**src/rtl/lte_pkg.sv**
```systemverilog
// lte_pkg: shared types, controller states and helper functions for the text embedder
// used by lte_ctrl, lte_dp and lsb_text_embed; depends on nothing
`timescale 1ns / 1ps

package lte_pkg;

	typedef enum logic {
		ST_IDLE,
		ST_RUN
	} lte_state_t;

	// controller to datapath
	typedef struct packed {
		logic       load;
		logic       emit;
		logic [2:0] idx;
		logic       last;
	} ctrl_cmd_t;

	// datapath to controller
	typedef struct packed {
		logic       has_work;
		logic [3:0] count;
		logic       out_free;
	} dp_sts_t;

	localparam logic [3:0] K_MIN = 4'd1;
	localparam logic [3:0] K_MAX = 4'd8;

	function automatic logic [3:0] clamp_k(input logic [3:0] v);
		logic [3:0] r;
		r = v;
		if (v < K_MIN) begin
			r = K_MIN;
		end else if (v > K_MAX) begin
			r = K_MAX;
		end
		return r;
	endfunction

	// number of chunks a character splits into
	function automatic logic [3:0] chunks_of(input logic [3:0] k);
		logic [3:0] r;
		unique case (k)
			4'd1:    r = 4'd8;
			4'd2:    r = 4'd4;
			4'd3:    r = 4'd3;
			4'd4:    r = 4'd2;
			4'd5:    r = 4'd2;
			4'd6:    r = 4'd2;
			4'd7:    r = 4'd2;
			default: r = 4'd1;
		endcase
		return r;
	endfunction

endpackage

```
**src/rtl/lte_ctrl.sv**
```systemverilog
// lte_ctrl: state machine sequencing chunk emission for one character
// depends on lte_pkg; drives lte_dp through ctrl_cmd_t
`timescale 1ns / 1ps

module lte_ctrl import lte_pkg::*; (
	input  logic      clk,
	input  logic      arst_n,
	input  logic      in_valid,
	output logic      in_stall,
	input  dp_sts_t   sts,
	output ctrl_cmd_t cmd
);

	lte_state_t state_q, state_d;
	logic [2:0] idx_q;

	always_ff @(posedge clk or negedge arst_n) begin
		if (!arst_n) begin
			state_q <= ST_IDLE;
			idx_q   <= 3'd0;
		end else begin
			state_q <= state_d;
			if (cmd.load) begin
				idx_q <= 3'd0;
			end else if (cmd.emit) begin
				idx_q <= idx_q + 3'd1;
			end
		end
	end

	always_comb begin
		state_d  = state_q;
		cmd.load = 1'b0;
		cmd.emit = 1'b0;
		cmd.idx  = idx_q;
		cmd.last = (({1'b0, idx_q} + 4'd1) == sts.count);
		in_stall = (state_q != ST_IDLE);
		unique case (state_q)
			ST_IDLE: begin
				cmd.load = in_valid;
				if (in_valid && sts.has_work) begin
					state_d = ST_RUN;
				end
			end
			ST_RUN: begin
				cmd.emit = sts.out_free;
				if (sts.out_free && cmd.last) begin
					state_d = ST_IDLE;
				end
			end
			default: state_d = ST_IDLE;
		endcase
	end

	a_emit_in_run: assert property (@(posedge clk) disable iff (!arst_n)
		cmd.emit |-> state_q == ST_RUN)
		else $error("emit outside run");

	a_last_ends_run: assert property (@(posedge clk) disable iff (!arst_n)
		cmd.emit && cmd.last |=> state_q == ST_IDLE)
		else $error("run continues after last chunk");

	a_hold_idx: assert property (@(posedge clk) disable iff (!arst_n)
		state_q == ST_RUN && !sts.out_free |=> $stable(idx_q))
		else $error("chunk index moved while output blocked");

	a_no_load_in_run: assert property (@(posedge clk) disable iff (!arst_n)
		state_q == ST_RUN |-> !cmd.load)
		else $error("word loaded during run");

endmodule

```
**src/rtl/lte_dp.sv**
```systemverilog
// lte_dp: input capture, chunk extraction, view scaling and output register
// depends on lte_pkg; commanded by lte_ctrl
`timescale 1ns / 1ps

module lte_dp import lte_pkg::*; (
	input  logic       clk,
	input  logic       arst_n,
	input  ctrl_cmd_t  cmd,
	output dp_sts_t    sts,
	input  logic       cfg_valid,
	output logic       cfg_ready,
	input  logic [3:0] cfg_data,
	input  logic [7:0] text_char,
	input  logic [7:0] pixel_byte_0,
	input  logic [7:0] pixel_byte_1,
	input  logic [7:0] pixel_byte_2,
	input  logic [7:0] pixel_byte_3,
	input  logic [7:0] pixel_byte_4,
	input  logic [7:0] pixel_byte_5,
	input  logic [7:0] pixel_byte_6,
	input  logic [7:0] pixel_byte_7,
	input  logic [3:0] pixels_valid,
	output logic       out_valid,
	input  logic       out_stall,
	output logic [7:0] stego_byte,
	output logic [7:0] bit_view_byte,
	output logic [2:0] chunk_index,
	output logic       last
);

	logic [3:0] k_q;
	logic [7:0] char_q;
	logic [7:0] pix_q [8];
	logic [3:0] count_q;
	logic       out_valid_q;
	logic [7:0] stego_q;
	logic [7:0] view_q;
	logic [2:0] idx_out_q;
	logic       last_q;

	logic [3:0]  limit;
	logic [3:0]  total;
	logic [3:0]  count_in;
	logic [7:0]  mask;
	logic [7:0]  span;
	logic [2:0]  ovr;
	logic [7:0]  chunk;
	logic [7:0]  stego;
	logic [15:0] wide;
	logic [7:0]  rep;
	logic [15:0] prod;
	logic [15:0] n255;
	logic [7:0]  view;

	assign cfg_ready = 1'b1;

	always_ff @(posedge clk or negedge arst_n) begin
		if (!arst_n) begin
			k_q         <= K_MIN;
			out_valid_q <= 1'b0;
		end else begin
			if (cfg_valid) begin
				k_q <= clamp_k(cfg_data);
			end
			if (cmd.emit) begin
				out_valid_q <= 1'b1;
			end else if (!out_stall) begin
				out_valid_q <= 1'b0;
			end
		end
	end

	always_ff @(posedge clk) begin
		if (cmd.load) begin
			char_q   <= text_char;
			pix_q[0] <= pixel_byte_0;
			pix_q[1] <= pixel_byte_1;
			pix_q[2] <= pixel_byte_2;
			pix_q[3] <= pixel_byte_3;
			pix_q[4] <= pixel_byte_4;
			pix_q[5] <= pixel_byte_5;
			pix_q[6] <= pixel_byte_6;
			pix_q[7] <= pixel_byte_7;
			count_q  <= count_in;
		end
		if (cmd.emit) begin
			stego_q   <= stego;
			view_q    <= view;
			idx_out_q <= cmd.idx;
			last_q    <= cmd.last;
		end
	end

	// chunk count for the word at the input
	always_comb begin
		limit    = (pixels_valid > 4'd8) ? 4'd8 : pixels_valid;
		total    = chunks_of(k_q);
		count_in = (total < limit) ? total : limit;
	end

	// chunk extraction and scaling
	always_comb begin
		mask  = 8'hFF >> (4'd8 - k_q);
		span  = ({4'd0, {1'b0, cmd.idx} + 4'd1}) * {4'd0, k_q};
		ovr   = 3'd0;
		chunk = 8'd0;
		if (span <= 8'd8) begin
			chunk = (char_q >> (4'd8 - span[3:0])) & mask;
		end else begin
			ovr   = span[2:0];
			chunk = ((mask >> ovr) & char_q) << ovr;
		end
		stego = (pix_q[cmd.idx] & ~mask) | chunk;

		// bit replication gives floor(256*c/m); one correction step gives floor(255*c/m)
		rep = 8'd0;
		for (int j = 1; j <= 8; j++) begin
			wide = {chunk, 8'h00} >> (j * int'(k_q));
			rep  = rep | wide[7:0];
		end
		wide = 16'd0;
		prod = {8'd0, rep} * {8'd0, mask};
		n255 = {chunk, 8'h00} - {8'd0, chunk};
		view = (prod > n255) ? (rep - 8'd1) : rep;
	end

	assign sts.has_work = (count_in != 4'd0);
	assign sts.count    = count_q;
	assign sts.out_free = !out_valid_q || !out_stall;

	assign out_valid     = out_valid_q;
	assign stego_byte    = stego_q;
	assign bit_view_byte = view_q;
	assign chunk_index   = idx_out_q;
	assign last          = last_q;

	a_k_range: assert property (@(posedge clk) disable iff (!arst_n)
		k_q >= K_MIN && k_q <= K_MAX)
		else $error("significant bits out of range");

	a_emit_sets_valid: assert property (@(posedge clk) disable iff (!arst_n)
		cmd.emit |=> out_valid_q)
		else $error("emitted word not presented");

	a_emit_when_free: assert property (@(posedge clk) disable iff (!arst_n)
		cmd.emit |-> sts.out_free)
		else $error("emit over an untaken word");

endmodule

```
**src/rtl/lsb_text_embed.sv**
```systemverilog
// lsb_text_embed: top level hiding one text character in up to eight cover bytes
// depends on lte_pkg, lte_ctrl and lte_dp
//
//  channel | handshake             | word
//  in      | in_valid / in_stall   | text_char, pixel_byte_0..7, pixels_valid
//  out     | out_valid / out_stall | stego_byte, bit_view_byte, chunk_index, last
//  cfg     | cfg_valid / cfg_ready | cfg_data (significant bits)
//
// an item is captured, then one chunk goes out per cycle while the output is not stalled
// count is min(ceil(8 / k), pixels_valid), computed in lte_dp when the item is captured
// the last result waits in the output register while the next item is taken
// out_stall holds the output register and pauses the sequencer
// arst_n clears the controller, output valid, and sets significant bits to 1
`timescale 1ns / 1ps

module lsb_text_embed import lte_pkg::*; (
	input  logic       clk,
	input  logic       arst_n,
	input  logic       in_valid,
	output logic       in_stall,
	input  logic [7:0] text_char,
	input  logic [7:0] pixel_byte_0,
	input  logic [7:0] pixel_byte_1,
	input  logic [7:0] pixel_byte_2,
	input  logic [7:0] pixel_byte_3,
	input  logic [7:0] pixel_byte_4,
	input  logic [7:0] pixel_byte_5,
	input  logic [7:0] pixel_byte_6,
	input  logic [7:0] pixel_byte_7,
	input  logic [3:0] pixels_valid,
	output logic       out_valid,
	input  logic       out_stall,
	output logic [7:0] stego_byte,
	output logic [7:0] bit_view_byte,
	output logic [2:0] chunk_index,
	output logic       last,
	input  logic       cfg_valid,
	output logic       cfg_ready,
	input  logic [3:0] cfg_data
);

	ctrl_cmd_t cmd;
	dp_sts_t   sts;

	lte_ctrl u_ctrl (
		.clk      (clk),
		.arst_n   (arst_n),
		.in_valid (in_valid),
		.in_stall (in_stall),
		.sts      (sts),
		.cmd      (cmd)
	);

	lte_dp u_dp (
		.clk           (clk),
		.arst_n        (arst_n),
		.cmd           (cmd),
		.sts           (sts),
		.cfg_valid     (cfg_valid),
		.cfg_ready     (cfg_ready),
		.cfg_data      (cfg_data),
		.text_char     (text_char),
		.pixel_byte_0  (pixel_byte_0),
		.pixel_byte_1  (pixel_byte_1),
		.pixel_byte_2  (pixel_byte_2),
		.pixel_byte_3  (pixel_byte_3),
		.pixel_byte_4  (pixel_byte_4),
		.pixel_byte_5  (pixel_byte_5),
		.pixel_byte_6  (pixel_byte_6),
		.pixel_byte_7  (pixel_byte_7),
		.pixels_valid  (pixels_valid),
		.out_valid     (out_valid),
		.out_stall     (out_stall),
		.stego_byte    (stego_byte),
		.bit_view_byte (bit_view_byte),
		.chunk_index   (chunk_index),
		.last          (last)
	);

endmodule
```
**config.mk**
```make
export PLATFORM = sky130hd
export DESIGN_NAME = lsb_text_embed
export DESIGN_NICKNAME = d
export VERILOG_FILES = /design/src/rtl/lte_pkg.sv /design/src/rtl/lte_ctrl.sv /design/src/rtl/lte_dp.sv /design/src/rtl/lsb_text_embed.sv
export SDC_FILE = /design/constraint.sdc
export NUM_CORES = 1
export LEC_CHECK = 0
export BUFFER_PORTS_ARGS = -buffer_cell sky130_fd_sc_hd__buf_4
export CAP_MARGIN = 10
export CORE_UTILIZATION = 45
export DETAILED_ROUTE_END_ITERATION = 7
export PLACE_DENSITY = 0.66
export SYNTH_ARGS = -nofsm -noshare
export SYNTH_HDL_FRONTEND = slang
export SYNTH_SLANG_ARGS = --single-unit
```
**constraint.sdc**
```tcl
create_clock -name clk -period 14.9 [get_ports clk]
set_input_delay 0.745 -clock clk [delete_from_list [all_inputs] [get_ports clk]]
set_output_delay 0.745 -clock clk [all_outputs]
set_load 0.01 [all_outputs]
```
# == Yosys cells after proc, flatten, opt, wreduce, memory -nomap -nowiden ==
# Memories as Yosys holds them, arrays and structs flattened.
# Cells that the tools add are included.
# word_totals
mem_bits_ro,0
word_cells,89
ramBits,64
reg_bits,41
latch_bits,0
memories,1
out_inout_bits,23
# op_classes
order_cmp,6
muxes,18
n_shift,12
multipliers,6
n_eq_ne,9
n_reduce_logical,8
div,0
add_sub_neg,6
bitwise,13
# memory_table
name,words,width,rd,rd_ports_with_merged_regs,wr,line,text
u_dp.pix_q,8,8,1,0,8,lte_dp.sv:33,logic [7:0] pix_q [8];
# op_table
operator,n
16-bit by 32-bit >> shifter with 8-bit output,4
8-bit bitwise OR,8
8-bit bitwise AND,3
"4-bit by 3-bit equality test with 1-bit output, second input constant",4
16-bit greater-than comparator,1
8-bit by 8-bit multiplier with 16-bit output,1
4-bit two-way mux,4
8-bit two-way mux,2
4-bit case mux with 4 select lines,1
16-bit by 4-bit >> shifter with 8-bit output,1
16-bit by 5-bit >> shifter with 8-bit output,1
16-bit by 6-bit >> shifter with 8-bit output,1
16-bit by 7-bit >> shifter with 8-bit output,1
16-bit by 8-bit subtractor with 16-bit output,1
"3-bit by 4-bit multiplier with 7-bit output, first input constant",2
"2-bit by 4-bit multiplier with 6-bit output, first input constant",2
"4-bit by 2-bit equality test with 1-bit output, second input constant",2
"4-bit greater-than comparator, second input constant",2
"8-bit by 4-bit less-or-equal comparator with 1-bit output, second input constant",1
4-bit by 4-bit multiplier with 8-bit output,1
1-bit two-way mux,8
8-bit NOT,1
8-bit by 3-bit << shifter with 8-bit output,1
8-bit by 3-bit >> shifter with 8-bit output,1
other kinds (20),24

# == Logic depth before layout (Yosys ltp) ==
# depth
depth_word,17
mapped_depth,54
depth_no_buf,49

# == Modules after synthesis ==
# A second synthesis with hierarchy kept.
# unflattened
cells_unflattened,1249
hier_area_um2,11488.5
# modules_own_cells
module,cells_each,n_inst,seq_area_each_um2,area_per_inst_um2
lte_dp,1219,1,3009.1,11193.2
lte_ctrl,30,1,100.1,295.3

# == Least setup slack after synthesis ==
# Ideal clock, no wire load.
# synth_timing
path_kind,register to register
start,register u_dp.k_q[0]
end,"register u_dp.view_q[6], in the netlist u_dp.bit_view_byte[6] (data pin)"
slack_ns,3.358
synth_period_minus_slack_ns,11.542
stages_incl_launch_ff,53
setup_ns,0.282
n_path_buf,9
t_required_ns,14.618
t_arrival_ns,11.260
path_cell_list,dfstp_2 buf_6 clkbuf_1 clkbuf_1 buf_1 clkbuf_1 clkbuf_1 and2_1 ha_1 inv_1 clkbuf_1 ha_1 clkbuf_1 mux2i_1 mux4_2 nor4_1 a21oi_2 nor2_1 [17 not listed] o21bai_1 a21oi_1 nor2b_1 o21a_1 o21ai_0 nand2b_1 a21oi_1 o21bai_1 a21oi_1 xnor2_1 ha_1 nand4_1 o21ai_0 a21oi_1 a31oi_1 nand2_1 nor4_1 xnor2_1
# synth_between
elab_chain_cells,17
elab_cells_between_ends,35
# synth_rtl
item,line,text
from (decl),lte_dp.sv:31,logic [3:0] k_q;
from (signal assigned),lte_dp.sv:63,k_q <= clamp_k(cfg_data);
"parallel branches: the longest is 16 deep, another holds 4-bit by 4-bit multiplier with 8-bit output",-,
8-bit two-way mux (*),lte_dp.sv:124,view = (prod > n255) ? (rep - 8'd1) : rep;
named net u_dp.view[6],lte_dp.sv:53,logic [7:0] view;
to (signal assigned),lte_dp.sv:88,view_q <= view;
to (decl),lte_dp.sv:37,logic [7:0] view_q;
# Mark *: on every way through the listed nets, which the timed path passes.
# A chain may end at the register's enable or synchronous reset.

# == Worst setup path after layout ==
# layout_timing
start,register u_dp.k_q[2]
end,"register u_dp.view_q[6], in the netlist u_dp.bit_view_byte[6] (data pin)"
# The elaborated chain is that of the path after synthesis.

==> PnR_summary.wiki <==
{| class="wikitable"
! Metric !! Value
|-
| Area taken by multi-input logic gates || 7472 µm²
|-
| Routed length on met2 || 16360 µm
|-
| Type of element launching the critical path || flop
|-
| Synth Cell Area || 11240 µm²
|-
| Wire length on met3 || 2704 µm
|-
| Number of DRC markers in iteration 0 || 1031
|-
| Filler cells || 2281
|-
| Hold buffer count at cts || 0
|-
| Normalized max-slew margin || 0.3199
|-
| Core Footprint || 24390 µm²
|-
| H-tree depth || 3
|-
| Fin crit share || 0.8865
|-
| Final setup TNS || 0 ps
|-
| Critical Path AT || 13310 ps
|-
| Chip width || 160.0 µm
|-
| Top post-synthesis cells by area || edfxtp_1, ha_1, fa_1, mux4_2, nand2_1
|-
| Number of input and output port buffers inserted || 106
|-
| Clock latency of the later-clocked register in the worst-skew pair || 360 ps
|-
| RSZ-0062 raised after global routing || false
|-
| Share of synthesized area occupied by flip-flops and latches || 0.2766
|-
| Top cells by count, synth || nand2_1, edfxtp_1, ha_1, nor2_1, inv_1
|-
| Top cell type by total area after synthesis || edfxtp_1
|-
| Count of antenna diodes in the layout || 0
|-
| Required time at the worst-slack endpoint || 15000 ps
|-
| Total number of vias || 10160
|-
| Count of flip-flops with a built-in enable after synthesis || 96
|-
| Clock-pin slew on the worst setup and hold paths || 80 ps
|-
| Number of warnings issued by yosys || 0
|-
| Die span in y || 160.0 µm
|-
| Total count of max-transition violations in the final report || 0
|-
| Total congestion overflow after global routing || 0
|-
| Count of cells resized by post-cts repair || 0
|-
| Post-route DRC || 0
|-
| Net count of the finished layout || 1493
|-
| Signed area change from the synthesized netlist to the final layout || 12.19%
|-
| Fraction of layout cells with a size suffix above 1 || 0.1593
|-
| Maximum number of pins on one net before global-route repair || 73
|-
| Final critical path time including I/O delays and setup || 13210 ps
|-
| Post-Syn Instances || 1203
|-
| First-pass GRT wire length || 55060 µm
|-
| Achievable frequency || 0.07571 GHz
|-
| Routed wire length || 35160 µm
|-
| Final setup skew || 13.73 ps
|-
| Clock tree buffer depth || 2
|-
| Result of the run || complete, no violations
|-
| Register area || 3109 µm²
|-
| Starting density of the core || 0.4608
|-
| Global-route usage over all layers || 0.2744
|-
| Number of failing hold endpoints at the final stage || 0
|-
| HPWL after detailed placement || 26400 µm
|-
| Mapped Avg Cell Area || 9.343 µm²
|-
| Vias in the first global route || 9862
|-
| Critical path start-end classification || reg -> reg
|-
| Total die area || 25610 µm²
|-
| Antenna violations before repair || 0
|-
| WL met1 || 14440 µm
|-
| Detailed-route wire length per cell || 22.00 µm
|-
| Max incr delay on CP || 760 ps
|-
| Share of flip-flops with an asynchronous set or reset || 0.08571
|-
| Clock Sink Count || 105
|-
| First-pass DRT Iterations || 6
|-
| Crit. End Element || flop
|-
| Most frequent CP cell || ha_1
|-
| CTS tree || done
|-
| Total of flip-flops plus latches after synthesis || 105
|-
| Number of placement rows || 57
|-
| Netlist cell types || 103
|-
| Synthesized netlist net count || 1427
|-
| Highest metal layer with signal wires || met4
|-
| Slowest library cell on the worst path || mux2i_1
|-
| Post-CTS setup buffer count || 0
|-
| I/O pin total || 108
|-
| Count of endpoints failing setup in the final report || 0
|-
| Worst Hold Class || in -> async
|-
| Max-Cap Viols || 0
|-
| Flip-flop cell with the highest count after synthesis || edfxtp_1
|-
| Most instantiated library cell after synthesis || nand2_1
|-
| Root Buffer Master || clkbuf_16
|-
| Routed vias/inst || 6.357
|-
| Area share of the leading cell type in the synthesized netlist || 0.2565
|-
| Number of routed nets with antenna violations || 0
|-
| Final Wtd Congestion || 0.9885
|-
| Largest fanout of any net on the critical path || 29
|-
| CTS buffer count || 9
|-
| Least-Margin Pin Slew || 1019 ps
|}
## state kept, by name (all words and copies together) (netlist names)
signal and cells:
u_dp.pix_q 64, u_dp.count_q 4, u_dp.k_q 4, u_dp.bit_view_byte 8, u_dp.char_q 8, u_ctrl.idx_q 3
u_ctrl.in_stall 1, u_dp.last 1, u_dp.stego_byte 8, u_dp.chunk_index 3, u_dp.out_valid 1
## metal layers
layer  track usage  up-vias
li1              -     4626
met1        0.3587     4878
met2        0.4429      538
met3       0.04597      117
met4        0.1290        0
met5             0        -
## kinds of logic (layout without fill, tap and decap cells)
kind of cell,count (synthesis),count (layout),synth area share
flip-flops,105,105,0.2766
adder cells (fa/ha/maj),139,139,0.1855
other,1,1,0.0003336
AND/OR/NAND/NOR,382,382,0.1722
buffers and inverters,157,228,0.05856
multiplexers,46,46,0.06312
AO/OA/AOI/OAI,332,332,0.2094
XOR/XNOR,41,41,0.03429
## worst paths after layout
kind,start,endpoint,slack [ps],cells after the start
min in group clk,u_ctrl.in_stall,u_dp.out_valid,550,1
setup / recovery,u_dp.k_q[2],u_dp.bit_view_byte[6],1690,48
setup reg to reg,u_dp.k_q[2],u_dp.bit_view_byte[6],1690,48
hold / removal,arst_n,u_ctrl.idx_q[2],200,1
max in group asynchronous,arst_n,u_dp.k_q[0],14480,1
hold reg to reg,u_ctrl.in_stall,u_dp.out_valid,550,1
## layout make-up
| class | instances | area share |
|---|---|---|
| Sequential cell | 105 | 0.2466 |
| Clock inverter | 7 | 0.01002 |
| Timing Repair Buffer | 126 | 0.07501 |
| Clock buffer | 9 | 0.01786 |
| Tap cell | 324 | 0.03215 |
| Multi-Input combinational cell | 941 | 0.5926 |
| Inverter | 86 | 0.02580 |
## per-stage QoR
step / std cells / util / hold slack [ps] / cell area [µm²] / setup WS, ps
6_report: 1598 / 0.5170 / 203.7 / 12610 / 1691
5_1_grt: 1598 / 0.5170 / 202.6 / 12610 / 985.8
4_1_cts: 1598 / 0.5170 / 197.6 / 12610 / 2037
3_5_place_dp: 1582 / 0.5026 / 532.2 / 12260 / 2143
3_3_place_gp: 1582 / 0.5026 / 528.1 / 12260 / 2176
2_1_floorplan: 1203 / - / 448.7 / 11240 / 3358
## placed cells by master, fill, tap and decap left out, types with 25 or more instances in the layout
cell type    n
inv_1       79
buf_4      126
ha_1        93
a31oi_1     26
fa_1        46
xnor2_1     26
nand3_1     25
a21oi_1     53
and2_1      27
nor2_1      93
edfxtp_1    96
nand2_1    100
o21ai_0     71
## critical path, delay by kind of cell, from the launching register on
family | cells | cell delay [ps]
adder cells (fa/ha/maj) | 9 | 3810
AO/OA/AOI/OAI | 12 | 2740
AND/OR/NAND/NOR | 14 | 2550
buffers and inverters | 8 | 1560
multiplexers | 2 | 1180
XOR/XNOR | 3 | 740
flip-flops | 1 | 320
Power is left out: the tool's default activity adds up to more than one toggle a clock period on the data nets, which glitch-free logic cannot reach.
